$ cat src/rtl/pcs_pkg.sv
package pcs_pkg;

  localparam int COORD_FRAC_BITS_DEF  = 16;
  localparam int ANGLE_ITERATIONS_DEF = 16;

  // Coordinate differences and CORDIC datapath widths.
  localparam int DIFF_W    = 33;
  localparam int CW        = 37;
  localparam int ANG_W     = 32;
  localparam int ANG_ABS_W = 27;
  localparam int MAG_W     = 34;
  localparam int LEN_W     = MAG_W + 1;
  localparam int CURV_W    = 24;
  localparam int MAXC_W    = 23;
  localparam int COORD_W   = 32;

  // Angles in radians, Q.24.
  localparam logic signed [ANG_W-1:0] ANG_HALF_PI = 32'sd26353589;
  localparam logic signed [ANG_W-1:0] ANG_PI      = 32'sd52707179;
  localparam logic signed [ANG_W-1:0] ANG_TWO_PI  = 32'sd105414357;

  // Inverse CORDIC gain, Q30.
  localparam int GAIN_W = 30;
  localparam logic [GAIN_W-1:0] INV_GAIN_Q30 = 30'd652032874;

  localparam logic [MAXC_W-1:0] MAX_CURV_RESET = 23'd131072;

  typedef enum logic [1:0] {
    CS_IDLE,
    CS_ITER,
    CS_MUL0,
    CS_MUL1
  } cord_state_t;

  typedef enum logic [2:0] {
    ST_IDLE,
    ST_CSTART,
    ST_CWAIT0,
    ST_CWAIT1,
    ST_DSTART,
    ST_DWAIT,
    ST_EMIT
  } top_state_t;

  function automatic logic signed [ANG_W-1:0] atan_q24(input logic [4:0] idx);
    logic signed [ANG_W-1:0] v;
    unique case (idx)
      5'd0:  v = 32'sd13176795;
      5'd1:  v = 32'sd7778716;
      5'd2:  v = 32'sd4110060;
      5'd3:  v = 32'sd2086331;
      5'd4:  v = 32'sd1047214;
      5'd5:  v = 32'sd524117;
      5'd6:  v = 32'sd262123;
      5'd7:  v = 32'sd131069;
      5'd8:  v = 32'sd65536;
      5'd9:  v = 32'sd32768;
      5'd10: v = 32'sd16384;
      5'd11: v = 32'sd8192;
      5'd12: v = 32'sd4096;
      5'd13: v = 32'sd2048;
      5'd14: v = 32'sd1024;
      5'd15: v = 32'sd512;
      5'd16: v = 32'sd256;
      5'd17: v = 32'sd128;
      5'd18: v = 32'sd64;
      5'd19: v = 32'sd32;
      5'd20: v = 32'sd16;
      5'd21: v = 32'sd8;
      5'd22: v = 32'sd4;
      5'd23: v = 32'sd2;
      default: v = '0;
    endcase
    return v;
  endfunction

endpackage

$ cat src/rtl/path_curvature_stream.sv
// A point that only fills the history is taken without a turn evaluation; a point
// with two held neighbors presents its first result after two CORDIC passes and,
// unless the arc is degenerate, the bit-serial divider, then one per cycle while out_ready is high.
// One request at a time: in_ready stays low until the last result is loaded.
// Reset (rst_n low, synchronous) empties the history, drops pending results and
// sets the curvature clamp to 2.0 rad/m.
module path_curvature_stream #(
  parameter int COORD_FRAC_BITS  = pcs_pkg::COORD_FRAC_BITS_DEF,
  parameter int ANGLE_ITERATIONS = pcs_pkg::ANGLE_ITERATIONS_DEF
) (
  input  logic                                  clk,
  input  logic                                  rst_n,
  input  logic                                  in_valid,
  output logic                                  in_ready,
  input  logic signed [pcs_pkg::COORD_W-1:0]    in_point_x,
  input  logic signed [pcs_pkg::COORD_W-1:0]    in_point_y,
  input  logic                                  in_last_point,
  output logic                                  out_valid,
  input  logic                                  out_ready,
  output logic signed [pcs_pkg::CURV_W-1:0]     out_curvature,
  output logic                                  out_end_of_path,
  output logic                                  out_last_of_run,
  input  logic                                  cfg_wr_en,
  input  logic        [pcs_pkg::MAXC_W-1:0]     cfg_wr_data
);
  import pcs_pkg::*;

  // The dividend is |dtheta| (Q.24) scaled so that the quotient lands in Q8.16.
  localparam int SHIFT = COORD_FRAC_BITS - 7;
  localparam int DVD_W = ANG_ABS_W + SHIFT;
  // Mean arc below 1e-6 m, written as a bound on the summed lengths.
  localparam logic [LEN_W-1:0] ZERO_LIM =
    LEN_W'(((64'd1 << COORD_FRAC_BITS) - 64'd1) / 64'd500000);

  top_state_t state_r, state_nxt;

  logic [MAXC_W-1:0] max_curv_r;
  logic [1:0]        ps_r;
  logic signed [COORD_W-1:0] older_x_r, older_y_r, newer_x_r, newer_y_r;
  logic signed [DIFF_W-1:0]  dx0_r, dy0_r, dx1_r, dy1_r;
  logic signed [ANG_W-1:0]   a1_r, d_r;
  logic [MAG_W-1:0]          m1_r;
  logic [LEN_W-1:0]          len_r;
  logic signed [CURV_W-1:0]  c_r;
  logic [1:0]                n_r;
  logic                      lastp_r;

  logic                      out_valid_r, out_end_r, out_lor_r;
  logic signed [CURV_W-1:0]  out_curv_r;

  logic accept, needs_calc, emit_load;
  logic cord_start, cord_done, div_start, div_done;
  logic signed [DIFF_W-1:0] cord_dx, cord_dy;
  logic signed [ANG_W-1:0]  cord_ang, d_diff, d_wrap;
  logic [MAG_W-1:0]         cord_mag;
  logic [ANG_W-1:0]         d_abs;
  logic [DVD_W-1:0]         div_q, q_clamp, dividend;
  logic signed [CURV_W-1:0] q_signed;
  logic [1:0]               n_calc;

  assign accept     = in_valid && in_ready;
  // The third and later points of a path carry a turn to evaluate.
  assign needs_calc = ps_r[1];
  assign n_calc     = 2'(ps_r == 2'd2) + 2'd1 + 2'(in_last_point);

  // Next state.
  always_comb begin
    state_nxt = state_r;
    unique case (state_r)
      ST_IDLE: begin
        if (accept) begin
          if (needs_calc) state_nxt = ST_CSTART;
          else if (in_last_point) state_nxt = ST_EMIT;
        end
      end
      ST_CSTART: state_nxt = ST_CWAIT0;
      ST_CWAIT0: if (cord_done) state_nxt = ST_CWAIT1;
      ST_CWAIT1: if (cord_done) state_nxt = ST_DSTART;
      ST_DSTART: state_nxt = (len_r <= ZERO_LIM) ? ST_EMIT : ST_DWAIT;
      ST_DWAIT:  if (div_done) state_nxt = ST_EMIT;
      ST_EMIT:   if (emit_load && n_r == 2'd1) state_nxt = ST_IDLE;
      default:   state_nxt = ST_IDLE;
    endcase
  end

  // Control outputs of the sequencer.
  always_comb begin
    in_ready   = (state_r == ST_IDLE);
    cord_start = (state_r == ST_CSTART) || (state_r == ST_CWAIT0 && cord_done);
    div_start  = (state_r == ST_DSTART) && (len_r > ZERO_LIM);
    emit_load  = (state_r == ST_EMIT) && (!out_valid_r || out_ready);
  end

  assign cord_dx = (state_r == ST_CSTART) ? dx0_r : dx1_r;
  assign cord_dy = (state_r == ST_CSTART) ? dy0_r : dy1_r;

  pcs_cordic #(
    .ITER (ANGLE_ITERATIONS)
  ) u_cordic (
    .clk   (clk),
    .rst_n (rst_n),
    .start (cord_start),
    .dx    (cord_dx),
    .dy    (cord_dy),
    .done  (cord_done),
    .ang   (cord_ang),
    .mag   (cord_mag)
  );

  // Heading change, wrapped into [-pi, pi].
  always_comb begin
    d_diff = cord_ang - a1_r;
    d_wrap = d_diff;
    if (d_wrap > ANG_PI) d_wrap = d_wrap - ANG_TWO_PI;
    if (d_wrap < -ANG_PI) d_wrap = d_wrap + ANG_TWO_PI;
  end

  assign d_abs    = d_r[ANG_W-1] ? ANG_W'(-d_r) : ANG_W'(d_r);
  assign dividend = DVD_W'(d_abs[ANG_ABS_W-1:0]) << SHIFT;

  pcs_div #(
    .DVD_W (DVD_W),
    .DVS_W (LEN_W)
  ) u_div (
    .clk      (clk),
    .rst_n    (rst_n),
    .start    (div_start),
    .dividend (dividend),
    .divisor  (len_r),
    .done     (div_done),
    .quotient (div_q)
  );

  assign q_clamp  = (div_q > DVD_W'(max_curv_r)) ? DVD_W'(max_curv_r) : div_q;
  assign q_signed = d_r[ANG_W-1] ? -CURV_W'(q_clamp[MAXC_W-1:0])
                                 : CURV_W'(q_clamp[MAXC_W-1:0]);

  always_ff @(posedge clk) begin
    if (!rst_n) begin
      state_r     <= ST_IDLE;
      ps_r        <= 2'd0;
      max_curv_r  <= MAX_CURV_RESET;
      out_valid_r <= 1'b0;
      older_x_r   <= '0;
      older_y_r   <= '0;
      newer_x_r   <= '0;
      newer_y_r   <= '0;
    end else begin
      state_r <= state_nxt;
      if (cfg_wr_en) max_curv_r <= cfg_wr_data;

      // Point history moves on each accepted request and clears at path end.
      if (accept) begin
        if (in_last_point) begin
          ps_r      <= 2'd0;
          older_x_r <= '0;
          older_y_r <= '0;
          newer_x_r <= '0;
          newer_y_r <= '0;
        end else begin
          ps_r      <= needs_calc ? 2'd3 : ps_r + 2'd1;
          older_x_r <= newer_x_r;
          older_y_r <= newer_y_r;
          newer_x_r <= in_point_x;
          newer_y_r <= in_point_y;
        end
      end

      if (emit_load) out_valid_r <= 1'b1;
      else if (out_ready) out_valid_r <= 1'b0;
    end
  end

  // Datapath registers.
  always_ff @(posedge clk) begin
    if (accept) begin
      dx0_r   <= DIFF_W'(newer_x_r) - DIFF_W'(older_x_r);
      dy0_r   <= DIFF_W'(newer_y_r) - DIFF_W'(older_y_r);
      dx1_r   <= DIFF_W'(in_point_x) - DIFF_W'(newer_x_r);
      dy1_r   <= DIFF_W'(in_point_y) - DIFF_W'(newer_y_r);
      lastp_r <= in_last_point;
      // Short paths give zeros: one for a lone point, two for a pair.
      n_r     <= needs_calc ? n_calc : (ps_r[0] ? 2'd2 : 2'd1);
      c_r     <= '0;
    end
    if (state_r == ST_CWAIT0 && cord_done) begin
      a1_r <= cord_ang;
      m1_r <= cord_mag;
    end
    if (state_r == ST_CWAIT1 && cord_done) begin
      d_r   <= d_wrap;
      len_r <= LEN_W'(m1_r) + LEN_W'(cord_mag);
    end
    if (state_r == ST_DWAIT && div_done) c_r <= q_signed;
    if (emit_load) begin
      out_curv_r <= c_r;
      out_end_r  <= lastp_r && (n_r == 2'd1);
      out_lor_r  <= (n_r == 2'd1);
      n_r        <= n_r - 2'd1;
    end
  end

  assign out_valid       = out_valid_r;
  assign out_curvature   = out_curv_r;
  assign out_end_of_path = out_end_r;
  assign out_last_of_run = out_lor_r;

  // A result never exceeds the clamp magnitude.
  a_clamp: assert property (@(posedge clk) disable iff (!rst_n)
    out_valid |-> (out_curvature <= $signed({1'b0, max_curv_r})) &&
                  (out_curvature >= -$signed({1'b0, max_curv_r})))
    else $error("curvature beyond clamp");

  // The final point's result is always the last of its run.
  a_end_last: assert property (@(posedge clk) disable iff (!rst_n)
    (out_valid && out_end_of_path) |-> out_last_of_run)
    else $error("end_of_path without last_of_run");

  // A final point empties the history.
  a_hist_clear: assert property (@(posedge clk) disable iff (!rst_n)
    (accept && in_last_point) |=> (ps_r == 2'd0))
    else $error("history not cleared at path end");

endmodule

$ cat src/rtl/pcs_cordic.sv
module pcs_cordic #(
  parameter int ITER = pcs_pkg::ANGLE_ITERATIONS_DEF
) (
  input  logic                                 clk,
  input  logic                                 rst_n,
  input  logic                                 start,
  input  logic signed [pcs_pkg::DIFF_W-1:0]    dx,
  input  logic signed [pcs_pkg::DIFF_W-1:0]    dy,
  output logic                                 done,
  output logic signed [pcs_pkg::ANG_W-1:0]     ang,
  output logic        [pcs_pkg::MAG_W-1:0]     mag
);
  import pcs_pkg::*;

  localparam int IW    = $clog2(ITER);
  localparam int LO_W  = 18;
  localparam int HI_W  = CW - LO_W;
  localparam int OP_W  = HI_W;
  localparam int PRD_W = OP_W + GAIN_W;
  localparam int ACC_W = CW + GAIN_W;

  cord_state_t state_r, state_nxt;
  logic signed [CW-1:0]    x_r, y_r;
  logic signed [ANG_W-1:0] z_r;
  logic [IW-1:0]           cnt_r;
  logic                    zero_r;
  logic [ACC_W-1:0]        acc_r;
  logic                    done_r;

  logic signed [CW-1:0] x0, y0, xs, ys;
  logic signed [ANG_W-1:0] z0;
  logic signed [CW-1:0] dxe, dye;
  logic [OP_W-1:0]  mop;
  logic [PRD_W-1:0] prod;
  logic iter_en, mul_first, mul_second, last_iter;

  assign dxe = CW'(dx);
  assign dye = CW'(dy);
  assign last_iter = (cnt_r == IW'(ITER - 1));

  // Pre-rotation into the right half plane.
  always_comb begin
    x0 = dxe;
    y0 = dye;
    z0 = '0;
    if (dxe < 0) begin
      if (dye >= 0) begin
        x0 = dye;
        y0 = -dxe;
        z0 = ANG_HALF_PI;
      end else begin
        x0 = -dye;
        y0 = dxe;
        z0 = -ANG_HALF_PI;
      end
    end
  end

  assign xs = x_r >>> cnt_r;
  assign ys = y_r >>> cnt_r;

  always_comb begin
    state_nxt = state_r;
    unique case (state_r)
      CS_IDLE: if (start) state_nxt = CS_ITER;
      CS_ITER: if (last_iter) state_nxt = CS_MUL0;
      CS_MUL0: state_nxt = CS_MUL1;
      CS_MUL1: state_nxt = CS_IDLE;
      default: state_nxt = CS_IDLE;
    endcase
  end

  always_comb begin
    iter_en    = (state_r == CS_ITER);
    mul_first  = (state_r == CS_MUL0);
    mul_second = (state_r == CS_MUL1);
  end

  // One multiplier, shared by the low and high halves of the final x.
  assign mop  = mul_first ? OP_W'(x_r[LO_W-1:0]) : OP_W'(x_r[CW-1:LO_W]);
  assign prod = PRD_W'(mop) * PRD_W'(INV_GAIN_Q30);

  always_ff @(posedge clk) begin
    if (!rst_n) begin
      state_r <= CS_IDLE;
      done_r  <= 1'b0;
    end else begin
      state_r <= state_nxt;
      done_r  <= mul_second;
    end
  end

  always_ff @(posedge clk) begin
    if (state_r == CS_IDLE && start) begin
      x_r    <= x0;
      y_r    <= y0;
      z_r    <= z0;
      cnt_r  <= '0;
      zero_r <= (dx == 0) && (dy == 0);
    end else if (iter_en) begin
      if (y_r >= 0) begin
        x_r <= x_r + ys;
        y_r <= y_r - xs;
        z_r <= z_r + atan_q24(5'(cnt_r));
      end else begin
        x_r <= x_r - ys;
        y_r <= y_r + xs;
        z_r <= z_r - atan_q24(5'(cnt_r));
      end
      cnt_r <= cnt_r + 1'b1;
    end
    if (mul_first) begin
      acc_r <= ACC_W'(prod);
    end else if (mul_second) begin
      acc_r <= acc_r + (ACC_W'(prod) << LO_W);
    end
  end

  assign done = done_r;
  assign ang  = zero_r ? '0 : z_r;
  assign mag  = (zero_r || x_r[CW-1]) ? '0 : acc_r[GAIN_W +: MAG_W];

endmodule

$ cat src/rtl/pcs_div.sv
module pcs_div #(
  parameter int DVD_W = 36,
  parameter int DVS_W = pcs_pkg::LEN_W
) (
  input  logic             clk,
  input  logic             rst_n,
  input  logic             start,
  input  logic [DVD_W-1:0] dividend,
  input  logic [DVS_W-1:0] divisor,
  output logic             done,
  output logic [DVD_W-1:0] quotient
);
  import pcs_pkg::*;

  localparam int NW = $clog2(DVD_W);

  logic             busy_r, done_r;
  logic [NW-1:0]    cnt_r;
  logic [DVS_W-1:0] rem_r, dvs_r;
  logic [DVD_W-1:0] quo_r;
  logic [DVS_W:0]   sh, diff;
  logic             take;

  // Restoring division, one quotient bit per cycle.
  assign sh   = {rem_r, quo_r[DVD_W-1]};
  assign diff = sh - {1'b0, dvs_r};
  assign take = (sh >= {1'b0, dvs_r});

  always_ff @(posedge clk) begin
    if (!rst_n) begin
      busy_r <= 1'b0;
      done_r <= 1'b0;
    end else begin
      done_r <= busy_r && (cnt_r == NW'(DVD_W - 1));
      if (start) begin
        busy_r <= 1'b1;
      end else if (busy_r && cnt_r == NW'(DVD_W - 1)) begin
        busy_r <= 1'b0;
      end
    end
  end

  always_ff @(posedge clk) begin
    if (start) begin
      rem_r <= '0;
      quo_r <= dividend;
      dvs_r <= divisor;
      cnt_r <= '0;
    end else if (busy_r) begin
      rem_r <= take ? diff[DVS_W-1:0] : sh[DVS_W-1:0];
      quo_r <= {quo_r[DVD_W-2:0], take};
      cnt_r <= cnt_r + 1'b1;
    end
  end

  assign done     = done_r;
  assign quotient = quo_r;

endmodule

$ cat config.mk
export PLATFORM = sky130hd
export DESIGN_NAME = path_curvature_stream
export DESIGN_NICKNAME = d
export VERILOG_FILES = /design/src/rtl/pcs_pkg.sv /design/src/rtl/path_curvature_stream.sv /design/src/rtl/pcs_cordic.sv /design/src/rtl/pcs_div.sv
export SDC_FILE = /design/constraint.sdc
export NUM_CORES = 2
export LEC_CHECK = 0
export BUFFER_PORTS_ARGS = -buffer_cell sky130_fd_sc_hd__buf_4
export CORE_MARGIN = 1
export CORE_UTILIZATION = 33
export DETAILED_ROUTE_END_ITERATION = 10
export MAX_ROUTING_LAYER = met4
export PLACE_DENSITY = 0.54
export REMOVE_ABC_BUFFERS = 1
export SYNTH_ARGS = -nofsm -noshare
export SYNTH_HDL_FRONTEND = slang
export SYNTH_SLANG_ARGS = --single-unit
export TNS_END_PERCENT = 10
$ cat constraint.sdc
create_clock -name clk -period 26.4 [get_ports clk]
set_input_delay 2.64 -clock clk [delete_from_list [all_inputs] [get_ports clk]]
set_output_delay 2.64 -clock clk [all_outputs]
set_load 0.01 [all_outputs]
==> results_dict.tcl <==
set metrics [dict create \
    synth_xor_area_frac 0.0738 \
    critPathMostFrequentCell "inv_1" \
    fillers 20400 \
    worstPathArrival_ps 11090 \
    synth_top_family_by_area "adder cells" \
    grt_max_degree 185 \
    maxCapViolations 0 \
    utilization 0.366 \
    synthTopCellsByArea "edfxtp_1 (23%), ha_1 (11%), dfxtp_1 (7.6%)" \
    layout-drive-gt1-share 0.0699 \
    outcome "complete, no violations" \
    synth-compound-area-share 0.167 \
    path_class "reg -> reg" \
    synth-async-reset-ratio 0 \
    synth-seq-cells 767 \
    cp_slowest_cell "buf_4" \
    place.gp.congestion 0.935 \
    hp-class "reg -> reg" \
    min_period_ps 10460 \
    cp.required_ps 27030 \
    clock-skew-final_ps 40.3 \
    cts_sinks 767 \
    drv_slew 0 \
    wirelength_mm 187 \
    grt.overflow.total 0 \
    yosysWarnings 0 \
    first_global_vias 52600 \
    antenna_found_initial 7 \
    synthMuxAreaShare 0.0602 \
    globalRouteTotalUtil 0.184 \
    regArea_mm2 0.0205 \
    rsz0062_at_grt "false" \
    synthAdderAreaFrac 0.183 \
    initial_core_util 0.332 \
    port_buffers 120 \
    worst_pin_slew_ps 1210 \
    die_area_mm2 0.205 \
    wl_per_cell_um 18.2 \
    core-area_mm2 0.202 \
    cts_buffer_depth 3 \
    place_inst 10000 \
    stdcell_count 10200 \
    fin_crit_sh 0.396 \
    fin_setup_tns_ps 0 \
    post_cts_resized 0 \
    avgSynthCellArea_um2 8.99 \
    synthSimpleGateAreaFrac 0.154 \
    seq_area_frac_synth 0.305 \
    htreeDepth 3 \
    drt_pass1_iterations 6 \
    viasPerCell 5.20 \
    cts_tree "done" \
    cts-root-buf "clkbuf_16" \
    endpoint_kind "flip-flop" \
    hold_ws_ps 416 \
    relSlewSlack 0.188 \
    multi_input_area_mm2 0.0429 \
    cts_hold_repair.buffers 0 \
    ios 121 \
    synth_cell_types 99 \
    numCtsBuffers 95 \
    insertion_delay_ps 740 \
    yosys.area.top_type "edfxtp_1" \
    grt_first_pass_wirelength_mm 294 \
    slowest_delay_ps 560 \
    critPathMaxFanout 65 \
    synth_area_mm2 0.0672 \
    die_y_um 453 \
    ys.flop_type "edfxtp_1" \
    final_nets 8403 \
    drt_iter0_markers 3322 \
    die_w_um 453 \
    hold_viol_final 0 \
    finalSetupViolations 0 \
    vias 53200 \
    synth_top_area_share 0.229 \
    startpoint_type "flip-flop" \
    drc_errors 0 \
    netlist_instances 7467 \
    cts.clk_slew.worst_paths_ps 60 \
    post_cts_buffers 0 \
    hpwl_mm 146 \
    synth_edf_count 513 \
    fmax_mhz 95.6 \
    area_delta_synth_final_pct 10.2 \
    num_rows 165 \
    drtAntennaViolNets 0 \
]
-- worst paths after layout --
check                      start                 end  slack (ps)  cells after the start
max          u_cordic.state_r[0]  u_cordic.acc_r[62]       15940                     36
min                       c_r[7]    out_curvature[7]         420                      0
max reg2reg  u_cordic.state_r[0]  u_cordic.acc_r[62]       15940                     36
min reg2reg               c_r[7]    out_curvature[7]         420                      0
-- cells by family after synthesis --
group                      Yosys count
xor gates and xnor gates           565
and+or+nand+nor                   2208
AOI/OAI and AO/OA                 1764
DFF                                767
adders and majority gates          841
buffers and inverters             1001
muxes                              321
-- synthesized netlist by cell type (165+ instances only) --
library cell  instances
inv_1               729
mux2i_1             213
nand2_1             489
nor2_1              817
fa_1                238
o21ai_0             427
a31oi_1             194
a21oi_1             421
xor2_1              221
ha_1                603
clkbuf_1            206
edfxtp_1            513
dfxtp_1             254
xnor2_1             343
nand3_1             165
-- per-stage QoR --
step / instance area, um^2 / worst slack [ps]
floorplan: 66100 / 15610
global placement: 70800 / 16100
detailed placement: 70800 / 15900
CTS: 74000 / 15850
global route: 74000 / 15210
finish: 74000 / 15940
-- worst max-delay path: cells and delay by family, from the launching register on --
family / cells / cell delay [ps]
xor gates and xnor gates: 2 / 280
DFF: 1 / 340
AOI/OAI and AO/OA: 15 / 4220
muxes: 1 / 530
buffers and inverters: 7 / 1130
adders and majority gates: 9 / 3510
and+or+nand+nor: 2 / 310
-- final cells by class --
class                           instances  share of cell area
Antenna cell                            3            0.000101
Clock buffer                          135              0.0375
Clock inverter                         44             0.00573
Inverter                              736              0.0375
Multi-Input combinational cell       5699               0.580
Sequential cell                       767               0.277
Tap cell                             2672              0.0452
Timing Repair Buffer                  170              0.0174
-- cell usage in the layout, fill, tap and decap left out, types with 74 or more instances in the layout --
| cell type | count |
|---|---|
| edfxtp_1 | 513 |
| xor2_1 | 221 |
| buf_4 | 169 |
| a21oi_1 | 420 |
| mux2i_1 | 212 |
| dfxtp_1 | 249 |
| a31oi_1 | 194 |
| ha_1 | 602 |
| a21o_1 | 149 |
| inv_1 | 727 |
| nor3_1 | 160 |
| nand3_1 | 165 |
| o21ai_0 | 427 |
| xnor2_1 | 343 |
| nor2b_1 | 98 |
| a211oi_1 | 124 |
| fa_1 | 238 |
| nand2b_1 | 74 |
| nand2_1 | 485 |
| clkbuf_16 | 103 |
| nor2_1 | 816 |
-- routing by layer --
metal / routed length, um / up-vias / GRT usage
li1: - / 26500 / -
met1: 85400 / 25400 / 0.232
met2: 89900 / 967 / 0.313
met3: 5920 / 267 / 0.0185
met4: 5360 / 0 / 0.0524
met5: 0 / - / -
-- flip-flops by register name, summed over array words and instances, names as in the netlist, 32 cells and up, named ones only --
signal / flops
u_div.rem_r: 35
older_x_r: 32
a1_r: 32
older_y_r: 32
dy1_r: 33
len_r: 35
u_div.dvs_r: 35
u_cordic.y_r: 37
dx0_r: 33
newer_y_r: 32
newer_x_r: 32
u_div.quotient: 36
dy0_r: 33
dx1_r: 33
u_cordic.z_r: 32
u_cordic.acc_r: 45
u_cordic.x_r: 37
m1_r: 34
Power is not shown: default switching activity piles up to over one toggle a cycle in this logic, so the estimate is an artifact.
